<file path="src/hw/rtl/pbis_pkg.sv">
package pbis_pkg;

    localparam int STORE_DEPTH  = 8;
    localparam int IDX_W        = $clog2(STORE_DEPTH);
    localparam int CNT_W        = $clog2(STORE_DEPTH + 1);
    localparam int TIME_W       = 64;
    localparam int TOL_W        = 16;
    localparam int OUT_IDX_W    = 3;
    localparam int CHOSEN_W     = 2;

    localparam logic [CHOSEN_W-1:0] CHOSEN_MIN = 2'd0;
    localparam logic [CHOSEN_W-1:0] CHOSEN_A   = 2'd1;
    localparam logic [CHOSEN_W-1:0] CHOSEN_B   = 2'd2;

    typedef struct packed {
        logic [TOL_W-1:0] two;
        logic [TOL_W-1:0] first_pair;
        logic [TOL_W-1:0] other_pair;
    } t_tol;

    // The first member lands in the highest bits, so ok sits at bit zero.
    typedef struct packed {
        logic [CHOSEN_W-1:0]  chosen;
        logic [OUT_IDX_W-1:0] b_index;
        logic [TIME_W-1:0]    b_right;
        logic [TIME_W-1:0]    b_left;
        logic                 b_valid;
        logic [OUT_IDX_W-1:0] a_index;
        logic [TIME_W-1:0]    a_right;
        logic [TIME_W-1:0]    a_left;
        logic                 a_valid;
        logic [TIME_W-1:0]    t_min;
        logic [OUT_IDX_W-1:0] min_index;
        logic                 ok;
    } t_result;

endpackage

</file>
<file path="src/hw/rtl/pbis_engine.sv">
module pbis_engine (
    input  logic                          i_clk,
    input  logic                          i_rst_n,
    input  logic                          i_in_valid,
    output logic                          o_in_ready,
    input  logic                          i_cmd,
    input  logic [pbis_pkg::TIME_W-1:0]   i_core_time,
    input  logic [pbis_pkg::TIME_W-1:0]   i_total_time,
    input  logic                          i_direction,
    input  logic                          i_last,
    input  logic [pbis_pkg::TIME_W-1:0]   i_query_time,
    input  pbis_pkg::t_tol                i_tol,
    input  logic                          i_out_free,
    output logic                          o_push,
    output pbis_pkg::t_result             o_result
);
    import pbis_pkg::*;

    localparam logic CMD_LOAD  = 1'b0;
    localparam logic CMD_QUERY = 1'b1;
    localparam int   POS_W     = CNT_W;

    typedef enum logic [3:0] {
        ST_IDLE, ST_DISPATCH, ST_F0, ST_F1, ST_F2, ST_ABS, ST_M0, ST_M1,
        ST_MLOOP, ST_SMIN, ST_Q0, ST_Q1, ST_EMIT
    } t_state;

    typedef enum logic [1:0] {JOB_PAIR, JOB_DIR, JOB_SPAN_A, JOB_SPAN_B} t_job;

    typedef struct packed {
        logic              valid;
        logic [TIME_W-1:0] left;
        logic [TIME_W-1:0] right;
        logic [IDX_W-1:0]  idx;
    } t_span;

    function automatic logic [POS_W-1:0] mod_add(input logic [POS_W-1:0] b,
                                                  input logic [2:0]       off,
                                                  input logic [POS_W-1:0] m);
        logic [POS_W:0] s;
        s = {1'b0, b} + (POS_W+1)'(off);
        if (s >= {1'b0, m}) begin
            s = s - {1'b0, m};
        end
        return s[POS_W-1:0];
    endfunction

    // With the merged four-profile set, position zero keeps profile zero and
    // the others skip over the dropped profile one.
    function automatic logic [IDX_W-1:0] map_pos(input logic [POS_W-1:0] pos,
                                                  input logic             drop1);
        logic [POS_W-1:0] p;
        p = (drop1 && pos != '0) ? pos + POS_W'(1) : pos;
        return p[IDX_W-1:0];
    endfunction

    logic [TIME_W-1:0] core_mem  [STORE_DEPTH];
    logic [TIME_W-1:0] total_mem [STORE_DEPTH];
    logic              dir_mem   [STORE_DEPTH];

    t_state            r_state;
    t_job              r_job;
    logic [CNT_W-1:0]  r_count;
    logic [CNT_W-1:0]  r_n;
    logic [POS_W-1:0]  r_m;
    logic [POS_W-1:0]  r_i;
    logic [POS_W-1:0]  r_best;
    logic [TIME_W-1:0] r_best_core;
    logic [IDX_W-1:0]  r_fx;
    logic [IDX_W-1:0]  r_fy;
    logic [IDX_W-1:0]  r_bx;
    logic [IDX_W-1:0]  r_by;
    logic [TIME_W-1:0] r_opa;
    logic [TIME_W-1:0] r_diff;
    logic              r_borrow;
    logic              r_dira;
    logic              r_dirb;
    logic [1:0]        r_pc;
    logic              r_two;
    logic              r_drop1;
    logic              r_tie_le;
    logic              r_ge_b;
    logic              r_ok;
    logic [CHOSEN_W-1:0] r_chosen;
    logic [IDX_W-1:0]  r_min_idx;
    logic [TIME_W-1:0] r_min_time;
    t_span             r_a;
    t_span             r_b;

    logic [TIME_W-1:0] r_rd_core;
    logic [TIME_W-1:0] r_rd_total;
    logic              r_rd_dir;

    logic [IDX_W-1:0]  rd_addr;
    logic              mem_wr;
    logic              accept;
    logic [TIME_W-1:0] alu_x;
    logic [TIME_W-1:0] alu_y;
    logic [TIME_W-1:0] alu_diff;
    logic              alu_borrow;
    logic [TOL_W-1:0]  tol_sel;
    logic              abs_lt;
    logic              pair_pass;
    logic              min_upd;
    logic              min_done;
    logic [POS_W-1:0]  best_sel;
    logic [IDX_W-1:0]  e0;
    logic [IDX_W-1:0]  e1;
    logic [IDX_W-1:0]  e2;
    logic [IDX_W-1:0]  e3;
    logic              span_lt;
    t_span             span_new;

    assign o_in_ready = (r_state == ST_IDLE);
    assign accept     = i_in_valid && o_in_ready;
    assign mem_wr     = accept && (i_cmd == CMD_LOAD) && (r_count < CNT_W'(STORE_DEPTH));
    assign o_push     = (r_state == ST_EMIT) && i_out_free;

    // The one shared subtractor: every compare between two times and the absolute
    // difference run through it.
    always_comb begin
        alu_x = r_opa;
        alu_y = '0;
        case (r_state)
            ST_F2: begin
                alu_y = (r_job == JOB_PAIR) ? r_rd_core : r_rd_total;
            end
            ST_ABS: begin
                alu_x = r_borrow ? '0 : r_diff;
                alu_y = r_borrow ? r_diff : '0;
            end
            ST_MLOOP: begin
                alu_x = r_rd_core;
                alu_y = r_best_core;
            end
            ST_Q0: begin
                alu_y = r_b.right;
            end
            ST_Q1: begin
                alu_y = r_a.right;
            end
            default: begin
                alu_y = '0;
            end
        endcase
        {alu_borrow, alu_diff} = {1'b0, alu_x} - {1'b0, alu_y};
    end

    always_comb begin
        if (r_two) begin
            tol_sel = i_tol.two;
        end else if (r_pc == 2'd0) begin
            tol_sel = i_tol.first_pair;
        end else begin
            tol_sel = i_tol.other_pair;
        end
    end

    assign abs_lt    = (alu_diff[TIME_W-1:TOL_W] == '0) && (alu_diff[TOL_W-1:0] < tol_sel);
    assign pair_pass = abs_lt && (r_two || (r_dira != r_dirb));
    assign min_upd   = alu_borrow || (r_tie_le && (alu_diff == '0));
    assign best_sel  = min_upd ? r_i : r_best;
    assign min_done  = (r_i == r_m - POS_W'(1));

    assign e0 = map_pos(mod_add(r_best, 3'd1, r_m), r_drop1);
    assign e1 = map_pos(mod_add(r_best, 3'd2, r_m), r_drop1);
    assign e2 = map_pos(mod_add(r_best, 3'd3, r_m), r_drop1);
    assign e3 = map_pos(mod_add(r_best, 3'd4, r_m), r_drop1);

    assign span_lt        = alu_borrow;
    assign span_new.valid = 1'b1;
    assign span_new.left  = span_lt ? r_opa : r_rd_total;
    assign span_new.right = span_lt ? r_rd_total : r_opa;
    assign span_new.idx   = span_lt ? r_fy : r_fx;

    always_comb begin
        case (r_state)
            ST_F0:    rd_addr = r_fx;
            ST_F1:    rd_addr = r_fy;
            ST_M0:    rd_addr = map_pos('0, r_drop1);
            ST_M1:    rd_addr = (r_m == POS_W'(1)) ? map_pos('0, r_drop1)
                                                   : map_pos(POS_W'(1), r_drop1);
            ST_MLOOP: rd_addr = min_done ? map_pos(best_sel, r_drop1)
                                         : map_pos(r_i + POS_W'(1), r_drop1);
            default:  rd_addr = '0;
        endcase
    end

    always_ff @(posedge i_clk) begin
        if (mem_wr) begin
            core_mem[r_count[IDX_W-1:0]]  <= i_core_time;
            total_mem[r_count[IDX_W-1:0]] <= i_total_time;
            dir_mem[r_count[IDX_W-1:0]]   <= i_direction;
        end
        r_rd_core  <= core_mem[rd_addr];
        r_rd_total <= total_mem[rd_addr];
        r_rd_dir   <= dir_mem[rd_addr];
    end

    always_ff @(posedge i_clk) begin
        if (!i_rst_n) begin
            r_state    <= ST_IDLE;
            r_count    <= '0;
            r_min_idx  <= '0;
            r_min_time <= '0;
            r_a        <= '0;
            r_b        <= '0;
            r_ok       <= 1'b0;
            r_chosen   <= CHOSEN_MIN;
        end else begin
            case (r_state)
                ST_IDLE: begin
                    if (accept) begin
                        if (i_cmd == CMD_QUERY) begin
                            r_opa   <= i_query_time;
                            r_state <= ST_Q0;
                        end else if (i_last) begin
                            r_n     <= (r_count < CNT_W'(STORE_DEPTH)) ?
                                       r_count + CNT_W'(1) : CNT_W'(STORE_DEPTH);
                            r_count <= '0;
                            r_state <= ST_DISPATCH;
                        end else if (r_count < CNT_W'(STORE_DEPTH)) begin
                            r_count <= r_count + CNT_W'(1);
                        end
                    end
                end
                ST_DISPATCH: begin
                    r_drop1  <= 1'b0;
                    r_tie_le <= 1'b0;
                    r_pc     <= 2'd0;
                    r_job    <= JOB_PAIR;
                    r_fx     <= IDX_W'(0);
                    r_fy     <= IDX_W'(1);
                    if (r_n == CNT_W'(2)) begin
                        r_two   <= 1'b1;
                        r_state <= ST_F0;
                    end else if (r_n == CNT_W'(4)) begin
                        r_two   <= 1'b0;
                        r_state <= ST_F0;
                    end else if (r_n[0]) begin
                        r_two   <= 1'b0;
                        r_m     <= r_n;
                        r_state <= ST_M0;
                    end else begin
                        r_ok     <= 1'b0;
                        r_chosen <= CHOSEN_MIN;
                        r_state  <= ST_EMIT;
                    end
                end
                ST_F0: begin
                    r_state <= ST_F1;
                end
                ST_F1: begin
                    r_opa   <= (r_job == JOB_PAIR) ? r_rd_core : r_rd_total;
                    r_dira  <= r_rd_dir;
                    r_state <= ST_F2;
                end
                ST_F2: begin
                    case (r_job)
                        JOB_PAIR: begin
                            r_diff   <= alu_diff;
                            r_borrow <= alu_borrow;
                            r_dirb   <= r_rd_dir;
                            r_state  <= ST_ABS;
                        end
                        JOB_DIR: begin
                            r_job   <= JOB_SPAN_A;
                            r_fx    <= e0;
                            r_state <= ST_F0;
                            if (r_dira == r_rd_dir) begin
                                r_fy <= e1;
                                r_bx <= e2;
                                r_by <= e3;
                            end else begin
                                r_fy <= e3;
                                r_bx <= e1;
                                r_by <= e2;
                            end
                        end
                        JOB_SPAN_A: begin
                            r_a <= span_new;
                            if (r_m == POS_W'(5)) begin
                                r_job   <= JOB_SPAN_B;
                                r_fx    <= r_bx;
                                r_fy    <= r_by;
                                r_state <= ST_F0;
                            end else begin
                                r_ok     <= 1'b1;
                                r_chosen <= CHOSEN_MIN;
                                r_state  <= ST_EMIT;
                            end
                        end
                        default: begin
                            r_b      <= span_new;
                            r_ok     <= 1'b1;
                            r_chosen <= CHOSEN_MIN;
                            r_state  <= ST_EMIT;
                        end
                    endcase
                end
                ST_ABS: begin
                    if (pair_pass) begin
                        if (r_two) begin
                            r_m <= POS_W'(1);
                        end else begin
                            r_m     <= POS_W'(3);
                            r_drop1 <= (r_pc == 2'd0);
                        end
                        r_state <= ST_M0;
                    end else if (r_two) begin
                        // Two distinct profiles: the later one wins a tie here.
                        r_m      <= POS_W'(2);
                        r_tie_le <= 1'b1;
                        r_state  <= ST_M0;
                    end else if (r_pc != 2'd2) begin
                        r_pc    <= r_pc + 2'd1;
                        r_fx    <= (r_pc == 2'd0) ? IDX_W'(2) : IDX_W'(0);
                        r_fy    <= IDX_W'(3);
                        r_state <= ST_F0;
                    end else begin
                        r_ok     <= 1'b0;
                        r_chosen <= CHOSEN_MIN;
                        r_state  <= ST_EMIT;
                    end
                end
                ST_M0: begin
                    r_state <= ST_M1;
                end
                ST_M1: begin
                    r_best_core <= r_rd_core;
                    r_best      <= '0;
                    r_i         <= POS_W'(1);
                    r_state     <= (r_m == POS_W'(1)) ? ST_SMIN : ST_MLOOP;
                end
                ST_MLOOP: begin
                    r_best <= best_sel;
                    if (min_upd) begin
                        r_best_core <= r_rd_core;
                    end
                    if (min_done) begin
                        r_state <= ST_SMIN;
                    end else begin
                        r_i <= r_i + POS_W'(1);
                    end
                end
                ST_SMIN: begin
                    r_min_idx  <= map_pos(r_best, r_drop1);
                    r_min_time <= r_rd_total;
                    r_a        <= '0;
                    r_b        <= '0;
                    r_chosen   <= CHOSEN_MIN;
                    case (r_m)
                        POS_W'(1): begin
                            r_ok    <= 1'b1;
                            r_state <= ST_EMIT;
                        end
                        POS_W'(2): begin
                            r_job   <= JOB_SPAN_A;
                            r_fx    <= map_pos(r_best, r_drop1);
                            r_fy    <= e0;
                            r_state <= ST_F0;
                        end
                        POS_W'(3): begin
                            r_job   <= JOB_SPAN_A;
                            r_fx    <= e0;
                            r_fy    <= e1;
                            r_state <= ST_F0;
                        end
                        POS_W'(5): begin
                            r_job   <= JOB_DIR;
                            r_fx    <= e0;
                            r_fy    <= e1;
                            r_state <= ST_F0;
                        end
                        default: begin
                            r_ok    <= 1'b0;
                            r_state <= ST_EMIT;
                        end
                    endcase
                end
                ST_Q0: begin
                    r_ge_b  <= r_b.valid && !alu_borrow;
                    r_state <= ST_Q1;
                end
                ST_Q1: begin
                    r_ok <= 1'b1;
                    if (r_ge_b) begin
                        r_chosen <= CHOSEN_B;
                    end else if (r_a.valid && !alu_borrow) begin
                        r_chosen <= CHOSEN_A;
                    end else begin
                        r_chosen <= CHOSEN_MIN;
                    end
                    r_state <= ST_EMIT;
                end
                ST_EMIT: begin
                    if (i_out_free) begin
                        r_state <= ST_IDLE;
                    end
                end
                default: begin
                    r_state <= ST_IDLE;
                end
            endcase
        end
    end

    assign o_result.ok        = r_ok;
    assign o_result.min_index = r_min_idx[OUT_IDX_W-1:0];
    assign o_result.t_min     = r_min_time;
    assign o_result.a_valid   = r_a.valid;
    assign o_result.a_left    = r_a.left;
    assign o_result.a_right   = r_a.right;
    assign o_result.a_index   = r_a.idx[OUT_IDX_W-1:0];
    assign o_result.b_valid   = r_b.valid;
    assign o_result.b_left    = r_b.left;
    assign o_result.b_right   = r_b.right;
    assign o_result.b_index   = r_b.idx[OUT_IDX_W-1:0];
    assign o_result.chosen    = r_chosen;

    a_count_bound: assert property (@(posedge i_clk) disable iff (!i_rst_n)
        r_count <= CNT_W'(STORE_DEPTH))
        else $error("profile count exceeds the store depth");

    a_b_needs_a: assert property (@(posedge i_clk) disable iff (!i_rst_n)
        r_b.valid |-> r_a.valid)
        else $error("interval b is valid without interval a");

    a_push_idle: assert property (@(posedge i_clk) disable iff (!i_rst_n)
        o_push |=> (r_state == ST_IDLE))
        else $error("sequencer did not return to idle after a result");

    a_last_clears: assert property (@(posedge i_clk) disable iff (!i_rst_n)
        (accept && (i_cmd == CMD_LOAD) && i_last) |=> (r_count == '0))
        else $error("profile count not cleared after the last load");

    a_loop_bound: assert property (@(posedge i_clk) disable iff (!i_rst_n)
        (r_state == ST_MLOOP) |-> (r_i < r_m))
        else $error("minimum search ran past the profile set");

endmodule

</file>
<file path="src/hw/rtl/profile_block_interval_selector.sv">
// Profile block interval selector.
// Items arrive on the s_axis channel. tuser selects the command: load one
// candidate profile or query by time. tlast marks the final profile of a set.
// A load that is not last is stored while s_axis_tready stays high and gives
// no result. The last load starts the selection over the stored set, which
// walks the stored profiles through one shared 64-bit subtractor and a
// single-read-port profile store; how soon its result reaches m_axis depends
// on the set: an even count above four is quickest, a four-profile set that
// merges only at its third pair check is slowest.
// A query makes two compares before it gives its result.
// s_axis_tready is low while an item is being worked on, so one item is in
// work at a time. The result sits in an output register; if the receiver
// holds m_axis_tready low, the block still takes the next item and holds
// the following result until the register frees up.
// The three tolerance registers are written over the APB port at byte
// addresses 0, 4 and 8 and read back there; pready is always high.
// Reset clears the load count, the minimum, both intervals and the output
// valid flag, and sets all tolerances to one.
module profile_block_interval_selector (
    input  logic         i_clk,
    input  logic         i_rst_n,
    input  logic         psel,
    input  logic         penable,
    input  logic         pwrite,
    input  logic [3:0]   paddr,
    input  logic [31:0]  pwdata,
    output logic [31:0]  prdata,
    output logic         pready,
    input  logic         s_axis_tvalid,
    output logic         s_axis_tready,
    // core_time[63:0], total_time[127:64], direction[128], query_time[192:129]
    input  logic [199:0] s_axis_tdata,
    input  logic         s_axis_tlast,
    // cmd[0]
    input  logic [0:0]   s_axis_tuser,
    output logic         m_axis_tvalid,
    input  logic         m_axis_tready,
    // ok[0], min_index[3:1], t_min[67:4], a_valid[68], a_left[132:69],
    // a_right[196:133], a_index[199:197], b_valid[200], b_left[264:201],
    // b_right[328:265], b_index[331:329], chosen[333:332]
    output logic [335:0] m_axis_tdata
);
    import pbis_pkg::*;

    localparam logic [1:0] REG_TOL_TWO   = 2'd0;
    localparam logic [1:0] REG_TOL_FIRST = 2'd1;
    localparam logic [1:0] REG_TOL_OTHER = 2'd2;

    t_tol    r_tol;
    logic    r_out_valid;
    t_result r_out_data;
    t_result result;
    logic    out_free;
    logic    push;

    assign pready = 1'b1;

    always_ff @(posedge i_clk) begin
        if (!i_rst_n) begin
            r_tol.two        <= TOL_W'(1);
            r_tol.first_pair <= TOL_W'(1);
            r_tol.other_pair <= TOL_W'(1);
        end else if (psel && penable && pwrite && pready) begin
            case (paddr[3:2])
                REG_TOL_TWO:   r_tol.two        <= pwdata[TOL_W-1:0];
                REG_TOL_FIRST: r_tol.first_pair <= pwdata[TOL_W-1:0];
                REG_TOL_OTHER: r_tol.other_pair <= pwdata[TOL_W-1:0];
                default: begin
                end
            endcase
        end
    end

    always_comb begin
        case (paddr[3:2])
            REG_TOL_TWO:   prdata = {16'b0, r_tol.two};
            REG_TOL_FIRST: prdata = {16'b0, r_tol.first_pair};
            REG_TOL_OTHER: prdata = {16'b0, r_tol.other_pair};
            default:       prdata = '0;
        endcase
    end

    assign out_free = !r_out_valid || m_axis_tready;

    pbis_engine u_engine (
        .i_clk        (i_clk),
        .i_rst_n      (i_rst_n),
        .i_in_valid   (s_axis_tvalid),
        .o_in_ready   (s_axis_tready),
        .i_cmd        (s_axis_tuser[0]),
        .i_core_time  (s_axis_tdata[63:0]),
        .i_total_time (s_axis_tdata[127:64]),
        .i_direction  (s_axis_tdata[128]),
        .i_last       (s_axis_tlast),
        .i_query_time (s_axis_tdata[192:129]),
        .i_tol        (r_tol),
        .i_out_free   (out_free),
        .o_push       (push),
        .o_result     (result)
    );

    always_ff @(posedge i_clk) begin
        if (!i_rst_n) begin
            r_out_valid <= 1'b0;
        end else if (push) begin
            r_out_valid <= 1'b1;
            r_out_data  <= result;
        end else if (m_axis_tready) begin
            r_out_valid <= 1'b0;
        end
    end

    assign m_axis_tvalid = r_out_valid;
    assign m_axis_tdata  = {2'b0, r_out_data};

endmodule

</file>
<file path="config.mk">
export PLATFORM = sky130hd
export DESIGN_NAME = profile_block_interval_selector
export DESIGN_NICKNAME = d
export VERILOG_FILES = /design/src/hw/rtl/pbis_pkg.sv /design/src/hw/rtl/pbis_engine.sv /design/src/hw/rtl/profile_block_interval_selector.sv
export SDC_FILE = /design/constraint.sdc
export NUM_CORES = 2
export LEC_CHECK = 0
export BUFFER_PORTS_ARGS = -buffer_cell sky130_fd_sc_hd__buf_2
export CORE_ASPECT_RATIO = 0.8
export CORE_MARGIN = 3
export CORE_UTILIZATION = 47
export DETAILED_ROUTE_END_ITERATION = 7
export REMOVE_ABC_BUFFERS = 1
export SYNTH_ARGS = -nofsm -noshare
export SYNTH_HDL_FRONTEND = slang
export SYNTH_SLANG_ARGS = --single-unit
</file>
<file path="constraint.sdc">
create_clock -name i_clk -period 47.1 [get_ports i_clk]
set_input_delay 9.42 -clock i_clk [delete_from_list [all_inputs] [get_ports i_clk]]
set_output_delay 9.42 -clock i_clk [all_outputs]
set_load 0.01 [all_outputs]
</file>
== Word level (Yosys, flattened, before mapping) ==
Memory sizes are Yosys's and may differ from the RTL's. A register that Yosys moved wholly into a read port is not among the register bits.
Cells that the tools add are included.
Widths: inputs -> output; s select.

* Memory bits (writable): 1032
* Bits in read-only memories: 0
* Bits of input ports: 245
* Memories: 3
* Register bits after elaboration: 956
* Word-level logic and storage cells: 333
* Bits in latches: 0

* Eq/ne operators: 53
* Shift-type cells: 0
* Mux-type cells: 123
* Bitwise operators: 1
* Divide/modulo/power cells: 0
* Multiply operators: 0
* $lt $le $gt $ge: 6
* Add/sub/neg operators: 20
* Reductions and logical operators: 77

{| class="wikitable"
|+ Memory list
! memory !! words !! bits a word !! read ports !! clocked after Yosys merged registers in !! write ports !! RTL line !! RTL
|-
| u_engine.core_mem || 8 || 64 || 1 || 1 || 1 || pbis_engine.sv:57 || <nowiki>logic [TIME_W-1:0] core_mem [STORE_DEPTH];</nowiki>
|-
| u_engine.total_mem || 8 || 64 || 1 || 1 || 1 || pbis_engine.sv:58 || <nowiki>logic [TIME_W-1:0] total_mem [STORE_DEPTH];</nowiki>
|-
| u_engine.dir_mem || 8 || 1 || 1 || 1 || 1 || pbis_engine.sv:59 || <nowiki>logic dir_mem [STORE_DEPTH];</nowiki>
|}

{| class="wikitable"
|+ Operator list
! operator !! number
|-
| $pmux 132 s2 || 2
|-
| $mux 64 || 8
|-
| $pmux 64 s2 || 3
|-
| $pmux 64 s5 || 1
|-
| $mux 132 || 2
|-
| $mux 4 || 26
|-
| $sub 64x64->65 || 1
|-
| $logic_not 64->1 || 1
|-
| $mux 3 || 21
|-
| $pmux 4 s13 || 1
|-
| $logic_not 48->1 || 1
|-
| $pmux 16 s3 || 1
|-
| $pmux 3 s4 || 3
|-
| $mux 16 || 2
|-
| $reduce_bool 4->1 || 8
|-
| $mux 2 || 15
|-
| $ne 2x2->1 const B || 13
|-
| $eq 4x3->1 const B || 6
|-
| $pmux 3 s2 || 4
|-
| $pmux 4 s2 || 3
|-
| $add 3x1->3 const B || 7
|-
| $eq 4x2->1 const B || 5
|-
| $eq 4x4->1 const B || 5
|-
| $ge 5x4->1 || 4
|-
| 45 further kinds || 137
|}

== Longest topological paths before layout ==
* Depth after elaboration: 13
* Mapped depth: 36
* Mapped depth without buffers: 31

== Modules after synthesis ==
Synthesis repeated with hierarchy kept, for this count alone.

* Cell total of the unflattened synthesis: 5613
* Area, all modules: 85547.0 um2

{| class="wikitable"
|+ By module, submodules not included
! module !! instances !! area an instance (um2) !! cells an instance
|-
| pbis_engine || 1 || 73163.9 || 5023
|-
| profile_block_interval_selector || 1 || 12383.1 || 590
|}

== Worst setup path before layout ==
No wires, ideal clock.

* Kind: in2reg
* From: in i_rst_n
* To: reg r_out_data (netlist bit m_axis_tdata[0]) (enable)
* Arrival time: 41104 ps
* Slack: 4152 ps
* Stages on the path: 3
* Library setup time: 1844 ps
* Cell sequence: clkinv_1 > clkbuf_1 > nor4_1

* Longest elaborated chain between the ends: 1

{| class="wikitable"
|+ RTL lines
! item !! RTL line !! RTL
|-
| from (decl) || profile_block_interval_selector.sv:21 || <nowiki>input logic i_rst_n,</nowiki>
|-
| $reduce_and 2->1 (no line) || n/a ||
|-
| to (signal assigned) || profile_block_interval_selector.sv:107 || <nowiki>r_out_data <= result;</nowiki>
|-
| to (decl) || profile_block_interval_selector.sv:51 || <nowiki>t_result r_out_data;</nowiki>
|}

Every way passes these cells.
A chain may end at the register's enable or synchronous reset.

== Worst setup path after layout ==
* From: in paddr[3]
* To: out prdata[3]

* Longest elaborated chain between the ends: 2
* Elaborated cells between the ends (all ways): 4
* Those cells by class: eq/ne (2); mux (1); reduce/logical (1)

{| class="wikitable"
|+ RTL lines
! item !! RTL line !! RTL
|-
| from (decl) || profile_block_interval_selector.sv:25 || <nowiki>input logic [3:0] paddr,</nowiki>
|-
| $eq 2x2->1 (tied with other cells) || profile_block_interval_selector.sv:75 || <nowiki>case (paddr[3:2])</nowiki>
|-
| $pmux 16 s3 (*) || profile_block_interval_selector.sv:75 ||
|-
| to (decl) || profile_block_interval_selector.sv:27 || <nowiki>output logic [31:0] prdata,</nowiki>
|}

Mark *: on every way between the ends. The rest lies on a longest branch, timed or not.

==> results.md <==
| Item | Value |
| --- | --- |
| Net count, final | 7748 |
| Clock root buffer | sky130_fd_sc_hd__clkbuf_16 |
| GP Congestion | 0.9358 |
| Number of design-rule violations left by the first detailed-router iteration | 6890 |
| Post-CTS Repair Setup Buffers | 0 |
| Multi-input combinational cell area | 28720 um2 |
| Via Count | 59980 |
| Class of the most critical setup path | in2out |
| Worst Reg2Reg Path Length in Cells | 35 |
| Count of clock tree sinks | 2117 |
| Synth warnings | 0 |
| Leakage | 39.51 nW |
| Die span in y | 396.0 um |
| Vias per cell | 5.930 |
| # port buffers | 571 |
| Xor-xnor portion of the synthesized cell area | 0.7450% |
| Post-route DRC violation count | 1 |
| Global-route wire length before repair | 392.8 mm |
| Pre-CTS setup slack | 26.92 ns |
| Minimum setup slack in the final design | 26.86 ns |
| Worst setup SP type | input pin |
| Wire length per cell | 26.95 um |
| Area occupied by registers | 58370 um2 |
| Most used DFF post-synth | sky130_fd_sc_hd__edfxtp_1 |
| Hold-fix buffer count after cts | 0 |
| CTS buffer count | 206 |
| Minimum clock period after layout | 20.24 ns |
| Portion of the post-synthesis area used by sequential elements | 65.33% |
| Flip-flop and latch count after synthesis | 2117 |
| Row count | 142 |
| Setup crit end kind | output pin |
| Post-layout utilization of the core | 53.84% |
| Placed wire-length estimate after detailed placement | 173.2 mm |
| Die area | 195400 um2 |
| Number of global-route vias before repair | 57370 |
| Post-synth design cell area | 89340 um2 |
| Number of distinct library cells after synthesis | 95 |
| Outcome | finished, violations left |
| H-Tree Level Count | 4 |
| Largest net degree at the start of global routing | 180 |
| Hold-critical path depth | 0 |
| Post-route antenna net violation count | 0 |
| Mean area per synthesized cell | 12.85 um2 |
| Worst-path clk slew | 0.06 ns |
| Overall fraction of global-route tracks in use | 27.08% |
| Worst max-slew margin expressed relative to the limit | 23.59% |
| Area grow syn2layout | 13.39% |
| Total core area | 188200 um2 |
| Critical path endpoint | prdata[3] |
| Adder and majority gate portion of the synthesized area | 1.787% |
| CTS resizes | 0 |
| Terminus of the critical flop-to-flop path | u_engine.r_rd_total[26] |
| Total count of hold-check failures in the final report | 0 |
| Setup repair after global routing missed its margin | false |
| Async S/R FF share, synth | 0% |
| Fill count | 15820 |
| Initial core utilization | 47.48% |
| CP startpoint | paddr[3] |
| Mux share of post-synthesis cell area | 12.19% |
| Transition time at the pin with the least slew margin | 1.146 ns |
| TritonCTS clock tree | yes |
| Remaining global-route overflow | 0 |
| Startpoint of the tightest hold check path | u_engine.o_result[75] |
| Count of flip-flops with a built-in enable after synthesis | 1597 |
| Number of antenna violations at the first check in global routing | 53 |
| Dominant combinational cell family by area after synthesis | multiplexers |
| Worst R2R Start | u_engine.r_state[3] |
| Number of max-capacitance violations reported | 0 |
| Worst vdd ir | 0.05690 mV |
| Data required time of the critical path | 37.68 ns |
| Pwr dens | 67.74 nW/um2 |
| Number of top-level design ports | 616 |
| Post-route clock skew | 0.04994 ns |
| Worst hold path class | reg2reg |
| CP max FO | 21 |
| First-pass iteration count of the detailed router | 7 |
| Total routed wirelength | 272.6 mm |
| CP Data Arrival Time | 10.82 ns |
| Gate count after technology mapping | 6951 |
| Maximum buffer depth of the clock tree | 3 |
| Complex-gate fraction of the synthesized area | 9.011% |
| Layout cells sized above 1 | 15.67% |
| Clk_lat worst skew | 0.86 ns |
| Final Slew Violations | 0 |
| Setup-failing EPs final | 0 |
| Max frequency | 49.40 MHz |
| FF-to-FF setup slack | 33.00 ns |
| Die boundary width | 493.5 um |
| Part of the cycle the worst path needs | 42.98% |
| Failing checks | DRC |
| Synth Area in Simple Gates | 8.109% |
-- per-layer routing --
metal	vias up	global-route usage, %	wire length [um]
li1	26710	-	-
met3	483	5.530	22130
met5	-	0	160
met2	2619	41.36	122800
met1	30150	38.59	118300
met4	24	9.238	9262
-- layout make-up --
cell class	instances	share of cell area, %
Sequential cell	2117	57.61
Multi-Input combinational cell	4262	28.34
Clock buffer	291	5.728
Timing Repair Buffer	668	3.626
Tap cell	2520	3.112
Clock inverter	101	1.024
Inverter	124	0.4718
Antenna cell	32	0.07904
-- cell usage in the layout (no fill, tap or decap), types with 16 or more instances in the layout --
cell / n
sky130_fd_sc_hd__a211oi_1: 17
sky130_fd_sc_hd__a21o_1: 31
sky130_fd_sc_hd__a21oi_1: 835
sky130_fd_sc_hd__a222oi_1: 64
sky130_fd_sc_hd__a22o_1: 66
sky130_fd_sc_hd__and2_1: 16
sky130_fd_sc_hd__buf_2: 571
sky130_fd_sc_hd__buf_4: 90
sky130_fd_sc_hd__clkbuf_1: 56
sky130_fd_sc_hd__clkbuf_16: 210
sky130_fd_sc_hd__clkbuf_8: 24
sky130_fd_sc_hd__clkinv_1: 19
sky130_fd_sc_hd__clkinv_2: 42
sky130_fd_sc_hd__conb_1: 19
sky130_fd_sc_hd__dfxtp_1: 520
sky130_fd_sc_hd__diode_2: 32
sky130_fd_sc_hd__edfxtp_1: 1597
sky130_fd_sc_hd__ha_1: 118
sky130_fd_sc_hd__inv_1: 121
sky130_fd_sc_hd__mux2_2: 26
sky130_fd_sc_hd__mux2_4: 110
sky130_fd_sc_hd__mux2i_1: 890
sky130_fd_sc_hd__nand2_1: 896
sky130_fd_sc_hd__nand2b_1: 19
sky130_fd_sc_hd__nand3_1: 297
sky130_fd_sc_hd__nand4_1: 44
sky130_fd_sc_hd__nor2_1: 213
sky130_fd_sc_hd__nor3_1: 49
sky130_fd_sc_hd__nor4_1: 22
sky130_fd_sc_hd__o211ai_1: 17
sky130_fd_sc_hd__o21ai_0: 168
sky130_fd_sc_hd__xnor2_1: 52
sky130_fd_sc_hd__xor2_1: 24
-- cells by family after synthesis --
logic type,count (synthesis)
DFF,2117
and+or+nand+nor,1661
AOI/OAI and AO/OA,1354
muxes,1028
buffers and inverters,589
adders and majority gates,124
xor gates and xnor gates,76
other,2
-- flip-flops by register name, summed over array words and instances, names as in the netlist, 8 cells and up --
register / count
u_engine.o_result: 264
u_engine.total_mem: 512
u_engine.r_rd_total: 64
u_engine.dir_mem: 8
m_axis_tdata: 334
u_engine.r_diff: 64
u_engine.r_opa: 64
u_engine.r_best_core: 64
u_engine.r_rd_core: 64
r_tol: 48
u_engine.r_min_time: 64
u_engine.core_mem: 512
-- report_power, final --
group          total (mW)  switching (mW)  internal [mW]
Sequential           2.39           0.166           2.22
Clock                1.65           0.732          0.923
Combinational        2.82            1.84          0.984
-- worst min-delay path by stage --
stage and to:
2_1_floorplan m_axis_tdata[0], 3_3_place_gp m_axis_tdata[90], 4_1_cts m_axis_tdata[48], 5_1_grt m_axis_tdata[75], 6_report m_axis_tdata[75], 3_5_place_dp m_axis_tdata[120]
-- cells in the mapped netlist, drive strengths merged (20+ instances only) --
cell type  instances  area, um2
a21o              31      232.7
nand4             44      275.3
mux2i            891       8922
nand2            896       3363
buf              165      930.9
mux2             136       1944
a222oi            64      640.6
o21ai            180      900.9
a22o              66      578.1
a21oi            839       4210
dfxtp            520      10410
edfxtp          1597      47960
ha               118       1476
xor2              24      210.2
clkbuf           300       1126
nor2             226      848.3
inv              122      457.9
nor4              24      165.2
nor3              56      285.3
a211oi            20      172.7
xnor2             52      455.4
nand3            298       1491
-- through the flow --
step / TNS, ns / instances / area, um2 / total power [mW] / hold slack, ns
finish: 0 / 10120 / 101300 / 6.863 / 0.4262
floorplan: -802.29 / 6503 / 87350 / 5.015 / 0.4076
CTS: 0 / 10080 / 101200 / 6.840 / 0.4244
detailed placement: 0 / 9691 / 94390 / 5.178 / 0.4132
global placement: 0 / 9691 / 94390 / 5.160 / 0.4129
global route: 0 / 10100 / 101300 / 7.173 / 0.4304
-- worst max-delay path, stage by stage --
cell and delay [ns]:
sky130_fd_sc_hd__buf_2 0.34, sky130_fd_sc_hd__nor2b_1 0.35, sky130_fd_sc_hd__buf_4 0.30, sky130_fd_sc_hd__nand2_1 0.07
sky130_fd_sc_hd__o21ai_0 0.13, sky130_fd_sc_hd__buf_2 0.20
No activity file was read; power rests on OpenSTA's default activity.
